`config.mk`:
```
export PLATFORM = sky130hd
export DESIGN_NAME = obfuscated_length_prefixed_deframer
export DESIGN_NICKNAME = d
export VERILOG_FILES = /design/src/design/dfr_pkg.sv /design/src/design/obfuscated_length_prefixed_deframer.sv /design/src/design/dfr_in_reg.sv /design/src/design/dfr_core.sv /design/src/design/dfr_out_reg.sv
export SDC_FILE = /design/constraint.sdc
export NUM_CORES = 1
export LEC_CHECK = 0
export ABC_AREA = 1
export BUFFER_PORTS_ARGS = -buffer_cell sky130_fd_sc_hd__buf_2
export CORE_MARGIN = 4
export CORE_UTILIZATION = 35
export CTS_BUF_LIST = sky130_fd_sc_hd__clkbuf_8
export DETAILED_ROUTE_END_ITERATION = 6
export GPL_TIMING_DRIVEN = 0
export PLACE_DENSITY = 0.55
export SLEW_MARGIN = 20
export SYNTH_ARGS = -nofsm -noshare
export SYNTH_HDL_FRONTEND = slang
export SYNTH_HIERARCHICAL = 1
export SYNTH_SLANG_ARGS = --single-unit
```
`constraint.sdc`:
```
create_clock -name clk_i -period 11.3 [get_ports clk_i]
set_input_delay 0 -clock clk_i [delete_from_list [all_inputs] [get_ports clk_i]]
set_output_delay 0 -clock clk_i [all_outputs]
set_load 0.02 [all_outputs]
```
`src/design/dfr_pkg.sv`:
```
// Shared constants and types for the length-prefixed deframer.
`timescale 1ns / 1ps
package dfr_pkg;

  localparam int unsigned FLAG_BYTES   = 4;
  localparam int unsigned HEADER_BYTES = FLAG_BYTES + 12;
  localparam int unsigned HCNT_W       = 5;

  localparam logic [7:0] ADD_KEY = 8'h86;
  localparam logic [7:0] XOR_KEY = 8'h19;

  localparam int unsigned LIMIT_W  = 21;
  localparam int unsigned CODE_W   = 32;
  localparam int unsigned CFG_W    = 32;
  localparam int unsigned CFG_IDX_W = 1;

  localparam logic [CFG_IDX_W-1:0] CFG_PAYLOAD_LIMIT   = 1'd0;
  localparam logic [CFG_IDX_W-1:0] CFG_COMPRESSED_CODE = 1'd1;

  localparam logic [LIMIT_W-1:0] LIMIT_RST = 21'd8192;
  localparam logic [CODE_W-1:0]  CODE_RST  = 32'd1;

  typedef struct packed {
    logic [7:0] payload_byte;
    logic       last_of_packet;
    logic       compressed;
    logic       oversize_error;
  } result_t;

endpackage

```
`src/design/obfuscated_length_prefixed_deframer.sv`:
```
// Top level of the obfuscated length-prefixed packet deframer.
//
//  channel  dir  handshake                         contents
//  s_axis   in   s_axis_tvalid_i / s_axis_tready_o tdata[7:0] raw_byte
//  m_axis   out  m_axis_tvalid_o / m_axis_tready_i tdata[7:0] payload_byte,
//                                                  tlast last_of_packet,
//                                                  tuser[0] compressed,
//                                                  tuser[1] oversize_error
//  cfg      in   cfg_we_i                          addr 0 payload_limit,
//                                                  addr 1 compressed_code
//
// One byte per cycle while m_axis is not stalled; a byte's result reaches m_axis
// through the input register, then the result register.
// Reset clears the packet state and loads the register defaults.
// A stalled output holds its result while one more byte waits in the input
// register; s_axis_tready_o drops only when both stages are full.
`timescale 1ns / 1ps
module obfuscated_length_prefixed_deframer (
  input  logic                          clk_i,
  input  logic                          rst_ni,
  input  logic                          s_axis_tvalid_i,
  output logic                          s_axis_tready_o,
  input  logic [7:0]                    s_axis_tdata_i,   // [7:0] raw_byte
  output logic                          m_axis_tvalid_o,
  input  logic                          m_axis_tready_i,
  output logic [7:0]                    m_axis_tdata_o,   // [7:0] payload_byte
  output logic                          m_axis_tlast_o,
  output logic [1:0]                    m_axis_tuser_o,   // [0] compressed, [1] oversize_error
  input  logic                          cfg_we_i,
  input  logic [dfr_pkg::CFG_IDX_W-1:0] cfg_addr_i,
  input  logic [dfr_pkg::CFG_W-1:0]     cfg_wdata_i
);
  import dfr_pkg::*;

  logic       in_valid, out_space, adv, res_valid;
  logic [7:0] in_data;
  result_t    res, out_res;

  assign adv = in_valid && out_space;

  dfr_in_reg u_in (
    .clk_i   (clk_i),
    .rst_ni  (rst_ni),
    .valid_i (s_axis_tvalid_i),
    .ready_o (s_axis_tready_o),
    .data_i  (s_axis_tdata_i),
    .valid_o (in_valid),
    .data_o  (in_data),
    .take_i  (adv)
  );

  dfr_core u_core (
    .clk_i       (clk_i),
    .rst_ni      (rst_ni),
    .cfg_we_i    (cfg_we_i),
    .cfg_addr_i  (cfg_addr_i),
    .cfg_wdata_i (cfg_wdata_i),
    .adv_i       (adv),
    .raw_i       (in_data),
    .res_valid_o (res_valid),
    .res_o       (res)
  );

  dfr_out_reg u_out (
    .clk_i       (clk_i),
    .rst_ni      (rst_ni),
    .adv_i       (adv),
    .res_valid_i (res_valid),
    .res_i       (res),
    .space_o     (out_space),
    .valid_o     (m_axis_tvalid_o),
    .ready_i     (m_axis_tready_i),
    .res_o       (out_res)
  );

  assign m_axis_tdata_o = out_res.payload_byte;
  assign m_axis_tlast_o = out_res.last_of_packet;
  assign m_axis_tuser_o = {out_res.oversize_error, out_res.compressed};
endmodule

```
`src/design/dfr_in_reg.sv`:
```
// Input register stage holding one raw byte.
`timescale 1ns / 1ps
module dfr_in_reg (
  input  logic       clk_i,
  input  logic       rst_ni,
  input  logic       valid_i,
  output logic       ready_o,
  input  logic [7:0] data_i,
  output logic       valid_o,
  output logic [7:0] data_o,
  input  logic       take_i
);
  logic       valid_q, valid_d;
  logic [7:0] data_q;

  assign ready_o = !valid_q || take_i;
  assign valid_d = (valid_i && ready_o) ? 1'b1 : (take_i ? 1'b0 : valid_q);

  always_ff @(posedge clk_i or negedge rst_ni) begin
    if (!rst_ni) begin
      valid_q <= 1'b0;
    end else begin
      valid_q <= valid_d;
    end
  end

  always_ff @(posedge clk_i) begin
    if (valid_i && ready_o) begin
      data_q <= data_i;
    end
  end

  assign valid_o = valid_q;
  assign data_o  = data_q;
endmodule

```
`src/design/dfr_core.sv`:
```
// Descrambler, header parser and packet state with configuration registers.
`timescale 1ns / 1ps
module dfr_core (
  input  logic                          clk_i,
  input  logic                          rst_ni,
  input  logic                          cfg_we_i,
  input  logic [dfr_pkg::CFG_IDX_W-1:0] cfg_addr_i,
  input  logic [dfr_pkg::CFG_W-1:0]     cfg_wdata_i,
  input  logic                          adv_i,
  input  logic [7:0]                    raw_i,
  output logic                          res_valid_o,
  output dfr_pkg::result_t              res_o
);
  import dfr_pkg::*;

  localparam logic [1:0] PH_HEADER  = 2'd0;
  localparam logic [1:0] PH_PAYLOAD = 2'd1;
  localparam logic [1:0] PH_SKIP    = 2'd2;

  logic [LIMIT_W-1:0] limit_q;
  logic [CODE_W-1:0]  code_q;

  logic [1:0]        phase_q, phase_d;
  logic [HCNT_W-1:0] hcnt_q, hcnt_d;
  logic [31:0]       size_q, size_d;
  logic [31:0]       marker_q, marker_d;
  logic [31:0]       rem_q, rem_d;
  logic              cmark_q, cmark_d;

  logic [7:0]        b;
  logic [31:0]       rem_dec;
  logic [HCNT_W-1:0] size_off, marker_off;
  logic [HCNT_W:0]   p_inc;
  logic [31:0]       size_nx, marker_nx, paylen;

  assign b          = (raw_i + ADD_KEY) ^ XOR_KEY;
  assign rem_dec    = rem_q - 32'd1;
  assign size_off   = hcnt_q - HCNT_W'(FLAG_BYTES);
  assign marker_off = hcnt_q - HCNT_W'(FLAG_BYTES + 8);
  assign p_inc      = {1'b0, hcnt_q} + (HCNT_W+1)'(1);
  assign paylen     = size_nx - 32'(HEADER_BYTES);

  always_comb begin
    size_nx   = size_q;
    marker_nx = marker_q;
    if (hcnt_q >= HCNT_W'(FLAG_BYTES) && hcnt_q < HCNT_W'(FLAG_BYTES + 4)) begin
      size_nx = size_q | ({24'd0, b} << {size_off[1:0], 3'd0});
    end else if (hcnt_q >= HCNT_W'(FLAG_BYTES + 8) &&
                 hcnt_q < HCNT_W'(FLAG_BYTES + 12)) begin
      marker_nx = marker_q | ({24'd0, b} << {marker_off[1:0], 3'd0});
    end
  end

  always_comb begin
    phase_d     = phase_q;
    hcnt_d      = hcnt_q;
    size_d      = size_q;
    marker_d    = marker_q;
    rem_d       = rem_q;
    cmark_d     = cmark_q;
    res_valid_o = 1'b0;
    res_o       = '0;
    case (phase_q)
      PH_PAYLOAD: begin
        rem_d                = rem_dec;
        res_valid_o          = 1'b1;
        res_o.payload_byte   = b;
        res_o.last_of_packet = (rem_dec == 32'd0);
        res_o.compressed     = cmark_q;
        if (rem_dec == 32'd0) begin
          phase_d  = PH_HEADER;
          hcnt_d   = '0;
          size_d   = '0;
          marker_d = '0;
        end
      end
      PH_SKIP: begin
        rem_d = rem_dec;
        if (rem_dec == 32'd0) begin
          phase_d  = PH_HEADER;
          hcnt_d   = '0;
          size_d   = '0;
          marker_d = '0;
        end
      end
      default: begin
        size_d   = size_nx;
        marker_d = marker_nx;
        if (p_inc < (HCNT_W+1)'(HEADER_BYTES)) begin
          phase_d = PH_HEADER;
          hcnt_d  = p_inc[HCNT_W-1:0];
        end else begin
          cmark_d = (marker_nx == code_q);
          hcnt_d  = '0;
          if (size_nx <= 32'(HEADER_BYTES)) begin
            rem_d    = '0;
            phase_d  = PH_HEADER;
            size_d   = '0;
            marker_d = '0;
          end else begin
            rem_d = paylen;
            if (paylen >= {{(32-LIMIT_W){1'b0}}, limit_q}) begin
              phase_d              = PH_SKIP;
              res_valid_o          = 1'b1;
              res_o.oversize_error = 1'b1;
            end else begin
              phase_d = PH_PAYLOAD;
            end
          end
        end
      end
    endcase
  end

  always_ff @(posedge clk_i or negedge rst_ni) begin
    if (!rst_ni) begin
      phase_q  <= PH_HEADER;
      hcnt_q   <= '0;
      size_q   <= '0;
      marker_q <= '0;
      rem_q    <= '0;
      cmark_q  <= 1'b0;
    end else if (adv_i) begin
      phase_q  <= phase_d;
      hcnt_q   <= hcnt_d;
      size_q   <= size_d;
      marker_q <= marker_d;
      rem_q    <= rem_d;
      cmark_q  <= cmark_d;
    end
  end

  always_ff @(posedge clk_i or negedge rst_ni) begin
    if (!rst_ni) begin
      limit_q <= LIMIT_RST;
      code_q  <= CODE_RST;
    end else if (cfg_we_i) begin
      case (cfg_addr_i)
        CFG_PAYLOAD_LIMIT:   limit_q <= cfg_wdata_i[LIMIT_W-1:0];
        CFG_COMPRESSED_CODE: code_q  <= cfg_wdata_i[CODE_W-1:0];
        default: ;
      endcase
    end
  end
endmodule

```
`src/design/dfr_out_reg.sv`:
```
// Result register on the output stream side.
`timescale 1ns / 1ps
module dfr_out_reg (
  input  logic             clk_i,
  input  logic             rst_ni,
  input  logic             adv_i,
  input  logic             res_valid_i,
  input  dfr_pkg::result_t res_i,
  output logic             space_o,
  output logic             valid_o,
  input  logic             ready_i,
  output dfr_pkg::result_t res_o
);
  import dfr_pkg::*;

  logic    valid_q, valid_d;
  result_t res_q;

  assign space_o = !valid_q || ready_i;

  always_comb begin
    valid_d = valid_q && !ready_i;
    if (adv_i) begin
      valid_d = res_valid_i;
    end
  end

  always_ff @(posedge clk_i or negedge rst_ni) begin
    if (!rst_ni) begin
      valid_q <= 1'b0;
    end else begin
      valid_q <= valid_d;
    end
  end

  always_ff @(posedge clk_i) begin
    if (adv_i && res_valid_i) begin
      res_q <= res_i;
    end
  end

  assign valid_o = valid_q;
  assign res_o   = res_q;
endmodule

```
==> results <==
- The run finished with clean final reports.
- For the final routed database, the setup TNS stands at 0 ns.
- The worst path meets setup with 6.10 ns of slack.
- The worst clock skew is 0.0206 ns.
- The global placer's final weighted congestion is 0.952.
- The average size of a mapped cell is 7.81 um2.
- In this run the worst hold path is classified as in2async.
- The fraction of final layout cells with drive strength greater than 1 is 0.131.
- The max-slew violation count is 0.
- During synthesis, Yosys emitted a total of 6 warnings.
- In this run the tightest slew margin relative to its limit is 0.392.
- The net count after synthesis is 1470.
- Setup violations remaining at the end of the flow were counted as 0.
- The layout has 3132 filler cells.
- After synthesis, the cell types taking the most area are sky130_fd_sc_hd__dfrtp_1 36%, sky130_fd_sc_hd__nand2_1 10%, sky130_fd_sc_hd__inv_1 6.4%, sky130_fd_sc_hd__nor2_1 5.4%, sky130_fd_sc_hd__edfxtp_1 5.2%.
- The category of the most critical setup path is reg2reg.
- The total area inside the core boundary comes to 30700 um2.
- The maximum count of clock buffers along a single path is 2.
- The routed layout has 9878 vias.
- The number of hold buffers added after CTS was 46.
- Of all flip-flops after synthesis, the portion carrying an async set or reset was 0.893.
- The initial antenna violation count is 0.
- Wires add up to 34200 um.
- In the final routed layout, each cell accounts on average for 17.7 um.
- In the routed layout, each cell is associated on average with a via count of 5.12.
- The cell area after technology mapping is 10900 um2.
- The nature of the critical path endpoint is a flip-flop.
- Post-CTS repair changed the size of 0 cells.
- The maximum net fanout on the critical path is 11.
- For this design the ratio of total power to cell area is 232 nW/um2.
- The library cell used most frequently in the layout, excluding fill and tap cells, is sky130_fd_sc_hd__nand2_1.
- The cell count after synthesis came out at 1395.
- The depth of the worst register-to-register path is 33.
- After legalization and detailed placement, the total HPWL measured 26700 um.
- The clock drives 178 sinks.
- Across the run, the number of max-cap violations was 0.
- The final global-route overflow total is 0.
- After floorplanning, the core was divided into 64 placement rows.
- Of the synthesized area, sequential elements account for 0.418.
- The highest-delay cell along the critical path is sky130_fd_sc_hd__edfxtp_1.
- The number of distinct standard cells referenced by the synthesized netlist is 56.
- Final hold analysis gives a worst-case slack of 0.102 ns.
- Summed over all instances, the cell type with the most area after synthesis is sky130_fd_sc_hd__dfrtp_1.
- Data on the critical path arrives at its endpoint at 5.37 ns.
- The overall global routing resource usage is 0.205.
- The TritonCTS clock tree is yes.
- The most prevalent standard cell on the critical path is sky130_fd_sc_hd__nand2_1.
- The number of iterations in the first detailed-routing pass is 5.
- The cell sitting at the root of the clock tree is a sky130_fd_sc_hd__clkbuf_8.
- The flip-flop and latch count after synthesis is 178.
- The maximum number of pins on one net before global-route repair is 87.
- The static leakage is 6.00 nW.
- The H-tree generated during clock tree synthesis spans 4 levels.
- In this run the critical register-to-register path is launched from u_in/data_o[1].
- Buffers added to address setup during post-CTS repair amount to 0.
- The number of antenna repair diodes is 0.
- Leaving out fill and tap cells, the most frequent cells in the layout are 301 x sky130_fd_sc_hd__nand2_1, 188 x sky130_fd_sc_hd__inv_1, 157 x sky130_fd_sc_hd__nor2_1, 157 x sky130_fd_sc_hd__dfrtp_1, 83 x sky130_fd_sc_hd__a21oi_1.
- The final routed DRC violation total is 0.
- Setup repair after global routing left no endpoint under its margin.
- The critical path launch point type is a flip-flop.
- The number of CTS-inserted buffers is 17.
- The capture point of the worst reg-to-reg path is u_out/res_o[8].
- The signed area change from the synthesized netlist to the final layout is 15.7%.
- The routed design could run at a clock period as short as 5.20 ns.
- The die covers 34000 um2.
- The count of nets left with antenna violations once routing finished came out at 0.
- The initial utilization of the core area, before any placement, comes to 0.355.
- The end point of the critical path is u_out/res_o[8].
- For this run, the slowest stage of the critical path takes 0.49 ns.
- The source of the critical timing path is u_in/data_o[1].
- The register-to-register path setup slack is 6.10 ns.
- The insertion delay to the later sink of the worst-skew pair is 0.48 ns.
- For the pin with the worst max-slew slack, the measured transition is 0.912 ns.
- The leading register cell type out of synthesis is sky130_fd_sc_hd__dfrtp_1.
- Of the available clock period, the critical path in the final layout requires 0.460.
- The floorplan step set the die height to 184 um.
- At the worst endpoint, the required time is 11.47 ns.
- After clock tree synthesis, the clock-pin slew on the worst setup and hold paths is 0.11 ns.
- The count of buffers from port buffering is 58.
- OpenSTA, run right after detailed placement, puts the worst setup slack at 6.12 ns.
- The net count of the finished layout is 1595.
- The via count of the first global-routing pass is 9495.
- The fraction of synthesized cell area taken by the top area cell type is 0.361.
- Timing would allow up to 192 MHz.
- The width of the die is 184 um.
- During I/O placement, the number of pins put on the boundary was 59.
- After the first detailed-routing iteration, the DRC count stood at 779.
- The first global-routing pass estimated 54000 um of wire.
- The final count of hold timing violations is 0.
- The count of flip-flops with a built-in enable after synthesis is 19.
- The worst vdd rail ir drop is 0.0984 mV.
==> worst max-delay path: cells and delay by family (launching register included) <==
kind	cells	cell delay, ns
flip-flops	1	0.49
buffers and inverters	5	0.67
AND/OR/NAND/NOR	22	2.23
XOR/XNOR	1	0.42
adder cells (fa/ha/maj)	3	0.73
AO/OA/AOI/OAI	2	0.35
==> kinds of logic after synthesis <==
kind of cell             Yosys count  synth area share
AO/OA/AOI/OAI                    236             0.136
flip-flops                       178             0.418
AND/OR/NAND/NOR                  630             0.251
adder cells (fa/ha/maj)           29            0.0333
buffers and inverters            245            0.0978
multiplexers                       6           0.00620
XOR/XNOR                          71            0.0578
==> flip-flops by register name, indices dropped and copies added, names as in the netlist <==
name and cells:
u_core/cmark_q 1, u_core/hcnt_q 5, u_core/rem_q 32, u_out/res_o 11, u_core/limit_q 21, u_in/valid_o 1, u_core/size_q 32, u_out/valid_o 1
u_in/data_o 8, u_core/code_q 32, u_core/marker_q 32, u_core/phase_q 2
==> per-layer routing <==
metal  up-vias  global-route usage  routed length (um)
met5         -                   0                   0
met4         0              0.0689                1040
met3        50              0.0278                1720
met2       293               0.321               15700
met1      4759               0.292               15700
li1       4776                   -                   -
==> cells in the mapped netlist (13+ instances only) <==
library cell / count
sky130_fd_sc_hd__a21oi_1: 83
sky130_fd_sc_hd__buf_2: 14
sky130_fd_sc_hd__buf_6: 14
sky130_fd_sc_hd__clkbuf_1: 16
sky130_fd_sc_hd__dfrtp_1: 157
sky130_fd_sc_hd__edfxtp_1: 19
sky130_fd_sc_hd__ha_1: 29
sky130_fd_sc_hd__inv_1: 187
sky130_fd_sc_hd__nand2_1: 301
sky130_fd_sc_hd__nand3_1: 79
sky130_fd_sc_hd__nand4_1: 30
sky130_fd_sc_hd__nor2_1: 157
sky130_fd_sc_hd__nor2_2: 13
sky130_fd_sc_hd__nor3_1: 18
sky130_fd_sc_hd__o21ai_0: 54
sky130_fd_sc_hd__o22ai_1: 18
sky130_fd_sc_hd__xnor2_1: 18
sky130_fd_sc_hd__xor2_1: 52
==> layout make-up <==
class / instances / area [um2] / area share
buffer: 50 / 329 / 0.0261
clock buffer: 17 / 234 / 0.0186
clock inverter: 15 / 165 / 0.0131
inverter: 195 / 737 / 0.0585
multi-input combinational: 972 / 5280 / 0.419
sequential: 178 / 4550 / 0.361
tap: 396 / 495 / 0.0393
timing repair buffer: 106 / 816 / 0.0647
==> worst min-delay path by stage <==
stage	startpoint	endpoint	slack [ns]	cells after the start
CTS	cfg_addr_i	u_core/code_q[6]	0.11	4
global route	rst_ni	u_core/rem_q[25]	0.15	3
detailed placement	rst_ni	u_core/rem_q[22]	-0.19	1
finish	rst_ni	u_core/rem_q[14]	0.10	3
floorplan	rst_ni	u_core/cmark_q	-0.30	0
global placement	s_axis_tdata_i[1]	u_in/data_o[1]	0.18	1
==> through the flow <==
| step | util | cell area [um2] | total power, mW | std cells |
|---|---|---|---|---|
| 6_report | 0.411 | 12600 | 2.93 | 1929 |
| 5_1_grt | 0.411 | 12600 | 3.16 | 1929 |
| 4_1_cts | 0.411 | 12600 | 2.93 | 1929 |
| 3_5_place_dp | 0.383 | 11700 | 2.46 | 1851 |
| 3_3_place_gp | 0.381 | 11700 | 2.44 | 1849 |
| 2_1_floorplan | - | 10900 | 2.00 | 1395 |
==> power by group <==
| part | switching (mW) | leakage (nW) | internal, mW | total [mW] |
|---|---|---|---|---|
| Combinational | 1.05 | 3.64 | 0.510 | 1.56 |
| Clock | 0.279 | 0.202 | 0.168 | 0.446 |
| Sequential | 0.116 | 2.17 | 0.803 | 0.919 |
| Total | 1.45 | 6.00 | 1.48 | 2.93 |
No activity file was read; power rests on OpenSTA's default activity.
